`src/design/gha_pkg.sv`:
```
// ---------------------------------------------------------------------------
// Generational handle allocator - package
// Sizes, function and status codes, controller/datapath command types.
// ---------------------------------------------------------------------------
package gha_pkg;

	localparam int SLOT_COUNT = 1024;
	localparam int GEN_BITS   = 16;
	localparam int IDX_W      = $clog2(SLOT_COUNT);
	localparam int CNT_W      = IDX_W + 1;
	localparam int FUNC_W     = 3;
	localparam int STATUS_W   = 3;

	localparam logic [GEN_BITS-1:0] GEN_ONE   = GEN_BITS'(1);
	// a slot whose generation reaches this on reuse is retired
	localparam logic [GEN_BITS-1:0] GEN_LIMIT = ~GEN_BITS'(1);

	typedef enum logic [FUNC_W-1:0] {
		FN_CREATE = 3'd0,
		FN_FREE   = 3'd1,
		FN_CHECK  = 3'd2,
		FN_CLEAR  = 3'd3,
		FN_FIRST  = 3'd4,
		FN_NEXT   = 3'd5
	} gha_func_t;

	typedef enum logic [STATUS_W-1:0] {
		ST_OK        = 3'd0,
		ST_NOT_LIVE  = 3'd1,
		ST_FULL      = 3'd2,
		ST_EXHAUSTED = 3'd3,
		ST_NONE      = 3'd4
	} gha_status_t;

	typedef enum logic [2:0] {
		CMD_NONE,
		CMD_ACCEPT,
		CMD_POP_GEN,
		CMD_FIN_LOOKUP,
		CMD_FIN_REUSE,
		CMD_FIN_QUICK,
		CMD_SCAN
	} gha_cmd_t;

	typedef struct packed {
		logic free_empty;
		logic next_invalid;
		logic out_free;
		logic scan_end;
	} gha_stat_t;

endpackage

```
`src/design/gha_ctrl.sv`:
```
// ---------------------------------------------------------------------------
// Generational handle allocator - controller
// Sequences one request through lookup, reuse, quick or scan steps.
// ---------------------------------------------------------------------------
module gha_ctrl (
	input  logic                        clk,
	input  logic                        arst_n,
	input  logic                        in_valid,
	input  logic [gha_pkg::FUNC_W-1:0]  in_func,
	output logic                        in_ready,
	input  gha_pkg::gha_stat_t          st,
	output gha_pkg::gha_cmd_t           cmd
);

	typedef enum logic [2:0] {
		S_IDLE,
		S_LOOKUP,
		S_POP,
		S_REUSE,
		S_QUICK,
		S_SCAN
	} state_t;

	state_t state_q;

	assign in_ready = (state_q == S_IDLE);

	always_comb begin
		cmd = gha_pkg::CMD_NONE;
		case (state_q)
			S_IDLE:   if (in_valid)    cmd = gha_pkg::CMD_ACCEPT;
			S_LOOKUP: if (st.out_free) cmd = gha_pkg::CMD_FIN_LOOKUP;
			S_POP:                     cmd = gha_pkg::CMD_POP_GEN;
			S_REUSE:  if (st.out_free) cmd = gha_pkg::CMD_FIN_REUSE;
			S_QUICK:  if (st.out_free) cmd = gha_pkg::CMD_FIN_QUICK;
			S_SCAN:   if (st.out_free) cmd = gha_pkg::CMD_SCAN;
			default:                   cmd = gha_pkg::CMD_NONE;
		endcase
	end

	always_ff @(posedge clk or negedge arst_n) begin
		if (!arst_n) begin
			state_q <= S_IDLE;
		end else begin
			case (state_q)
				S_IDLE: begin
					if (in_valid) begin
						case (gha_pkg::gha_func_t'(in_func))
							gha_pkg::FN_CREATE: state_q <= st.free_empty ? S_QUICK : S_POP;
							gha_pkg::FN_FREE,
							gha_pkg::FN_CHECK:  state_q <= S_LOOKUP;
							gha_pkg::FN_FIRST:  state_q <= S_SCAN;
							gha_pkg::FN_NEXT:   state_q <= st.next_invalid ? S_QUICK : S_SCAN;
							default:            state_q <= S_QUICK;
						endcase
					end
				end
				S_POP: state_q <= S_REUSE;
				S_LOOKUP,
				S_REUSE,
				S_QUICK: begin
					if (st.out_free) begin
						state_q <= S_IDLE;
					end
				end
				S_SCAN: begin
					if (st.out_free && st.scan_end) begin
						state_q <= S_IDLE;
					end
				end
				default: state_q <= S_IDLE;
			endcase
		end
	end

endmodule

```
`config.mk`:
```
export PLATFORM = sky130hd
export DESIGN_NAME = gha_ctrl
export DESIGN_NICKNAME = d
export VERILOG_FILES = /design/src/design/gha_pkg.sv /design/src/design/gha_ctrl.sv
export SDC_FILE = /design/constraint.sdc
export NUM_CORES = 1
export LEC_CHECK = 0
export ABC_CLOCK_PERIOD_IN_PS = 1400
export BUFFER_PORTS_ARGS = -buffer_cell sky130_fd_sc_hd__buf_2
export CAP_MARGIN = 20
export CORE_AREA = 2 2 39 41
export DETAILED_ROUTE_END_ITERATION = 16
export DIE_AREA = 0 0 41 43
export GPL_ROUTABILITY_DRIVEN = 0
export GPL_TIMING_DRIVEN = 0
export PLACE_DENSITY = 0.48
export SETUP_SLACK_MARGIN = 0.2
export SYNTH_ARGS = -nofsm -noshare
export SYNTH_HDL_FRONTEND = slang
export SYNTH_SLANG_ARGS = --single-unit
```
`constraint.sdc`:
```
create_clock -name clk -period 1.4 [get_ports clk]
set_input_delay 0.28 -clock clk [delete_from_list [all_inputs] [get_ports clk]]
set_output_delay 0.28 -clock clk [all_outputs]
set_load 0.01 [all_outputs]
```
Word level (Yosys, flattened, before mapping)
Index checks and enable logic that the tools add are counted.
W data, S select, Z words.
{"block": "totals", "ff_bits": 3, "input_bits": 10, "out_inout_bits": 4, "word_cells": 32}
{"block": "op_classes", "eq_ne": 12, "n_mux": 13, "reduce_logical": 6}
{"cell": "$pmux W3 S4", "count": 2}
{"cell": "$mux W3", "count": 7}
{"cell": "$pmux W3 S6", "count": 1}
{"cell": "$eq A3 B3 Y1 const B", "count": 4}
{"cell": "$eq A3 B2 Y1 const B", "count": 3}
{"cell": "$eq A3 B1 Y1 const B", "count": 2}
{"cell": "$logic_not A3 Y1", "count": 2}
{"cell": "$ne A2 B2 Y1 const B", "count": 3}
{"cell": "$reduce_and A3 Y1", "count": 1}
{"cell": "$reduce_or A3 Y1", "count": 1}
{"cell": "$mux W1", "count": 2}
{"cell": "$mux W2", "count": 1}
{"cell": "$reduce_or A2 Y1", "count": 1}
{"cell": "$logic_and A1 B1 Y1", "count": 1}

Longest topological paths before layout
{"block": "logic_depth", "depth_word": 5, "depth_mapped": 4, "ltp_nobuf": 3}

Worst setup path after synthesis
No wires, ideal clock.
{"block": "synth_timing", "kind": "register to output", "from": "register state_q[0]", "to": "output port cmd[0]", "t_arrival_ns": 1.090, "required_ns": 1.120, "slack_ns": 0.030, "path_stages_with_launch": 4, "path_buffers": 1, "cell_sequence": "dfrtp_1 > buf_6 > or3b_4 > a21oi_1"}
{"block": "synth_via", "elab_chain_len": 2, "word_cells_on_any_way": 7, "cone_classes": "eq/ne: 5; mux: 1; reduce/logical: 1"}
{"item": "from (decl)", "line": "gha_ctrl.sv:24", "source": "state_t state_q;"}
{"item": "from (signal assigned)", "line": "gha_ctrl.sv:49", "source": "gha_pkg::FN_CREATE: state_q <= st.free_empty ? S_QUICK : S_POP;"}
{"item": "from (signal assigned)", "line": "gha_ctrl.sv:53", "source": "gha_pkg::FN_NEXT: state_q <= st.next_invalid ? S_QUICK : S_SCAN;"}
{"item": "$eq A3 B3 Y1 (tied with other cells)", "line": "gha_ctrl.sv:30", "source": "case (state_q)"}
{"item": "$pmux W3 S6 (*)", "line": "gha_ctrl.sv:30"}
{"item": "to (decl)", "line": "gha_ctrl.sv:12", "source": "output gha_pkg::gha_cmd_t cmd"}
Mark *: on every way between the ends. The rest lies on a longest branch, timed or not.

Worst setup path after layout
Ends and elaborated chain as after synthesis.

==> impl_results.md <==
- Maximum buffer depth of the clock tree: 2
- Cell taking the most area after synthesis: dfrtp_1
- Tot GR Track Use: 11.37%
- ANT nets after route: 0
- Crit path top cell by count: buf_6
- Layout cells sized above 1: 61.67%
- Routed WL per cell: 11.36 microns
- Global-route wire length before repair: 1380 microns
- Worst path cell trace: buf_6 > or3b_4 > a21oi_4 > buf_6
- Worst Max-Slew Pin Slew: 0.2277 ns
- Die X: 41 microns
- Reg2Reg Setup Slack: -0.03 ns
- Clock transition at path regs: 0.04 ns
- Sequential element share of the synthesized area: 26.20%
- CP Class: register to output pin
- Area grow syn2layout: 90.83%
- CTS tree: built
- Reg-to-reg critical path startpoint: state_q[0]$_DFFE_PN0P_
- CP startpoint: state_q[0]$_DFFE_PN0P_
- Pin count of the biggest net entering global routing: 8
- Clk Tree Root Cell: clkbuf_4
- Yosys Warn Count: 0
- IO Count: 14
- Aggregate global routing overflow: 0
- Synth top area share: a little over a quarter
- Leakage: 0.2669 nW
- CP Capture Type: output pin
- H-tree Lvls: 1
- Regs by FF count: state_q (3)
- Site Rows: 14
- Seq cells post-synth: 3
- Outcome: finished, violations left
- Vias in the first global route: 349
- 1st-pass router iterations: 3
- Clock Sinks: 3
- Final WL: 863 microns
- Skew-Pair Late Insertion Delay: 0.23 ns
- Max Cap Viol: 0
- Initial antenna violation count: 0
- Antenna cells: 0
- CP required: 1.12 ns
- Syn Area/Cell: between 8 and 9 sq um
- Nets@finish: 71
- Pre-CTS setup slack: -0.04937 ns
- Final Slew Violations: 0
- Die area: 0.001763 sq mm
- Post-DR vias/cell: 4.697
- Final Critical Period: 1.631 ns
- Reg2reg end: state_q[0]$_DFFE_PN0P_
- Hold Crit Class: input port to register
- PortBufs: 13
- Post-Synthesis Cells: 33
- Worst vdd rail ir drop: around 0.00062 V
- Slowest cell on the critical path: or3b_4
- Crit Path Max Fanout: 5
- Fin util: 39.51%
- Core ar.: 0.001384 sq mm
- Initial Util: between 20% and 30%
- Inserted Clock Buffers: 3
- Routed via count: 357
- Initial DRC Count: 1
- Synth Cell Area: 286.5 sq um
- Largest Register: state_q
- Pwr Total: 1.060 mW
- Slew Limit Headroom: between 80 and 90%
- Largest register FFs: 3
- Post-Syn Nets: between 40 and 50
- Setup crit end: cmd[0]
- Worst R2R Path Depth: 5
- Clock Skews: 0.0003755 ns
- Pwr dens: 1939 mW/mm^2
- Setup WS post-layout: -0.2313 ns
- Main area contributors after synthesis: dfrtp_1 (26%), a21oi_1 (5.2%), a21boi_0 (5.2%)
- Final setup fails: 6
- Fin. Hold Viols: 0
- Die height: 43 microns
- DRC: 0
- CP Data Arrival Time: around 1.4 ns
- Max stage delay on crit path: approximately 0.38 ns
- RSZ-0062 raised after global routing: true
- Synth unique cells: 24
- Nature of the critical path startpoint: register
- Failing checks: setup timing
- FMAX: 613.0 MHz
- Part of the cycle the worst path needs: 116.5%
==> cell usage in the layout (no fill, tap or decap), types with 2 or more instances in the layout <==
| master | Yosys | final |
|---|---|---|
| a21oi_1 | 3 | 2 |
| buf_6 | 1 | 4 |
| nand2_1 | 2 | 2 |
| buf_4 | 0 | 6 |
| dfrtp_2 | 0 | 2 |
| nor2_1 | 2 | 2 |
| clkbuf_4 | 0 | 3 |
| buf_2 | 0 | 12 |
| nor2b_4 | 0 | 2 |
==> per-stage QoR <==
| step | hold slack, ns | instances | setup TNS (ns) | area [sq um] |
|---|---|---|---|---|
| global route | 0.3476 | 76 | -0.8452 | 546.8 |
| finish | 0.3171 | 76 | -0.5773 | 546.8 |
| global placement | 0.07582 | 62 | -0.06525 | 385.4 |
| detailed placement | 0.07661 | 62 | -0.07073 | 385.4 |
| floorplan | -0.01559 | 33 | 0 | 300.3 |
| CTS | 0.3101 | 75 | -0.6061 | 523.0 |
==> cell families (layout without fill, tap and decap cells) <==
kind of cell / after synthesis / after routing / synth area share [%]
AO/OA/AOI/OAI: 12 / 12 / 31.44
XOR/XNOR: 1 / 1 / 3.057
buffers and inverters: 2 / 29 / 5.239
flip-flops: 3 / 3 / 26.20
AND/OR/NAND/NOR: 15 / 15 / 34.06
==> cells in the mapped netlist (all sizes together) <==
| master | number |
|---|---|
| o21ai | 1 |
| buf | 1 |
| nor2 | 2 |
| a21boi | 2 |
| dfrtp | 3 |
| a2111o | 1 |
| and3b | 1 |
| inv | 1 |
| a21oi | 3 |
| nand2b | 1 |
| or2b | 1 |
| o32a | 1 |
| nand2 | 2 |
| nor2b | 2 |
| o21ba | 1 |
| xor2 | 1 |
| nor3 | 2 |
| nand3 | 1 |
| a22o | 1 |
| a31oi | 1 |
| or3b | 2 |
| and4bb | 1 |
| a211oi | 1 |
==> metal layers <==
metal | global-route usage, % | vias to the layer above | share of wire [%]
met5 | 0 | - | 0
met4 | 4.000 | 0 | 0
met3 | 3.141 | 0 | 4.5
met2 | 18.13 | 9 | 52
met1 | 13.92 | 170 | 43
li1 | - | 178 | -
==> worst max-delay path, delay by kind of cell (launching register included) <==
kind / cells / cell delay, ns
AO/OA/AOI/OAI: 1 / 0.13
buffers and inverters: 2 / 0.24
flip-flops: 1 / 0.36
AND/OR/NAND/NOR: 1 / 0.38
==> worst min path at each step <==
| stage | start | endpoint | depth (start not counted) |
|---|---|---|---|
| 6_report | in_valid | state_q[1]$_DFFE_PN0P_ | 3 |
| 5_1_grt | in_valid | state_q[1]$_DFFE_PN0P_ | 3 |
| 4_1_cts | in_valid | state_q[1]$_DFFE_PN0P_ | 3 |
| 3_5_place_dp | arst_n | state_q[2]$_DFFE_PN0P_ | 1 |
| 3_3_place_gp | arst_n | state_q[0]$_DFFE_PN0P_ | 1 |
| 2_1_floorplan | arst_n | state_q[0]$_DFFE_PN0P_ | 0 |
==> power by group <==
| group | switching [mW] | leakage, nW | total, mW | internal [mW] |
|---|---|---|---|---|
| Combinational | 0.298 | 0.216 | 0.748 | 0.450 |
| Sequential | 0.0354 | 0.0362 | 0.158 | 0.122 |
| Clock | 0.0472 | 0.0150 | 0.154 | 0.107 |
| Total | 0.381 | 0.267 | 1.06 | 0.679 |
==> repair_timing <==
action	in CTS	in global routing
pin swaps	6	6
endpoints found under the hold margin	3	0
endpoints found under the setup margin	6	6
resized for setup	8	4
hold buffers	1	0
setup buffers	8	1
==> area by class of cell <==
cell class / instances / area (sq um)
Timing Repair Buffer: 23 / 168.9
Clock buffer: 4 / 26.28
Tap cell: 16 / 20.02
Buffer: 1 / 11.26
Sequential cell: 3 / 77.57
Inverter: 1 / 3.754
Multi-Input combinational cell: 28 / 239.0
Fill cell: 151 / 837.1
(Power assumes the default switching activity.)
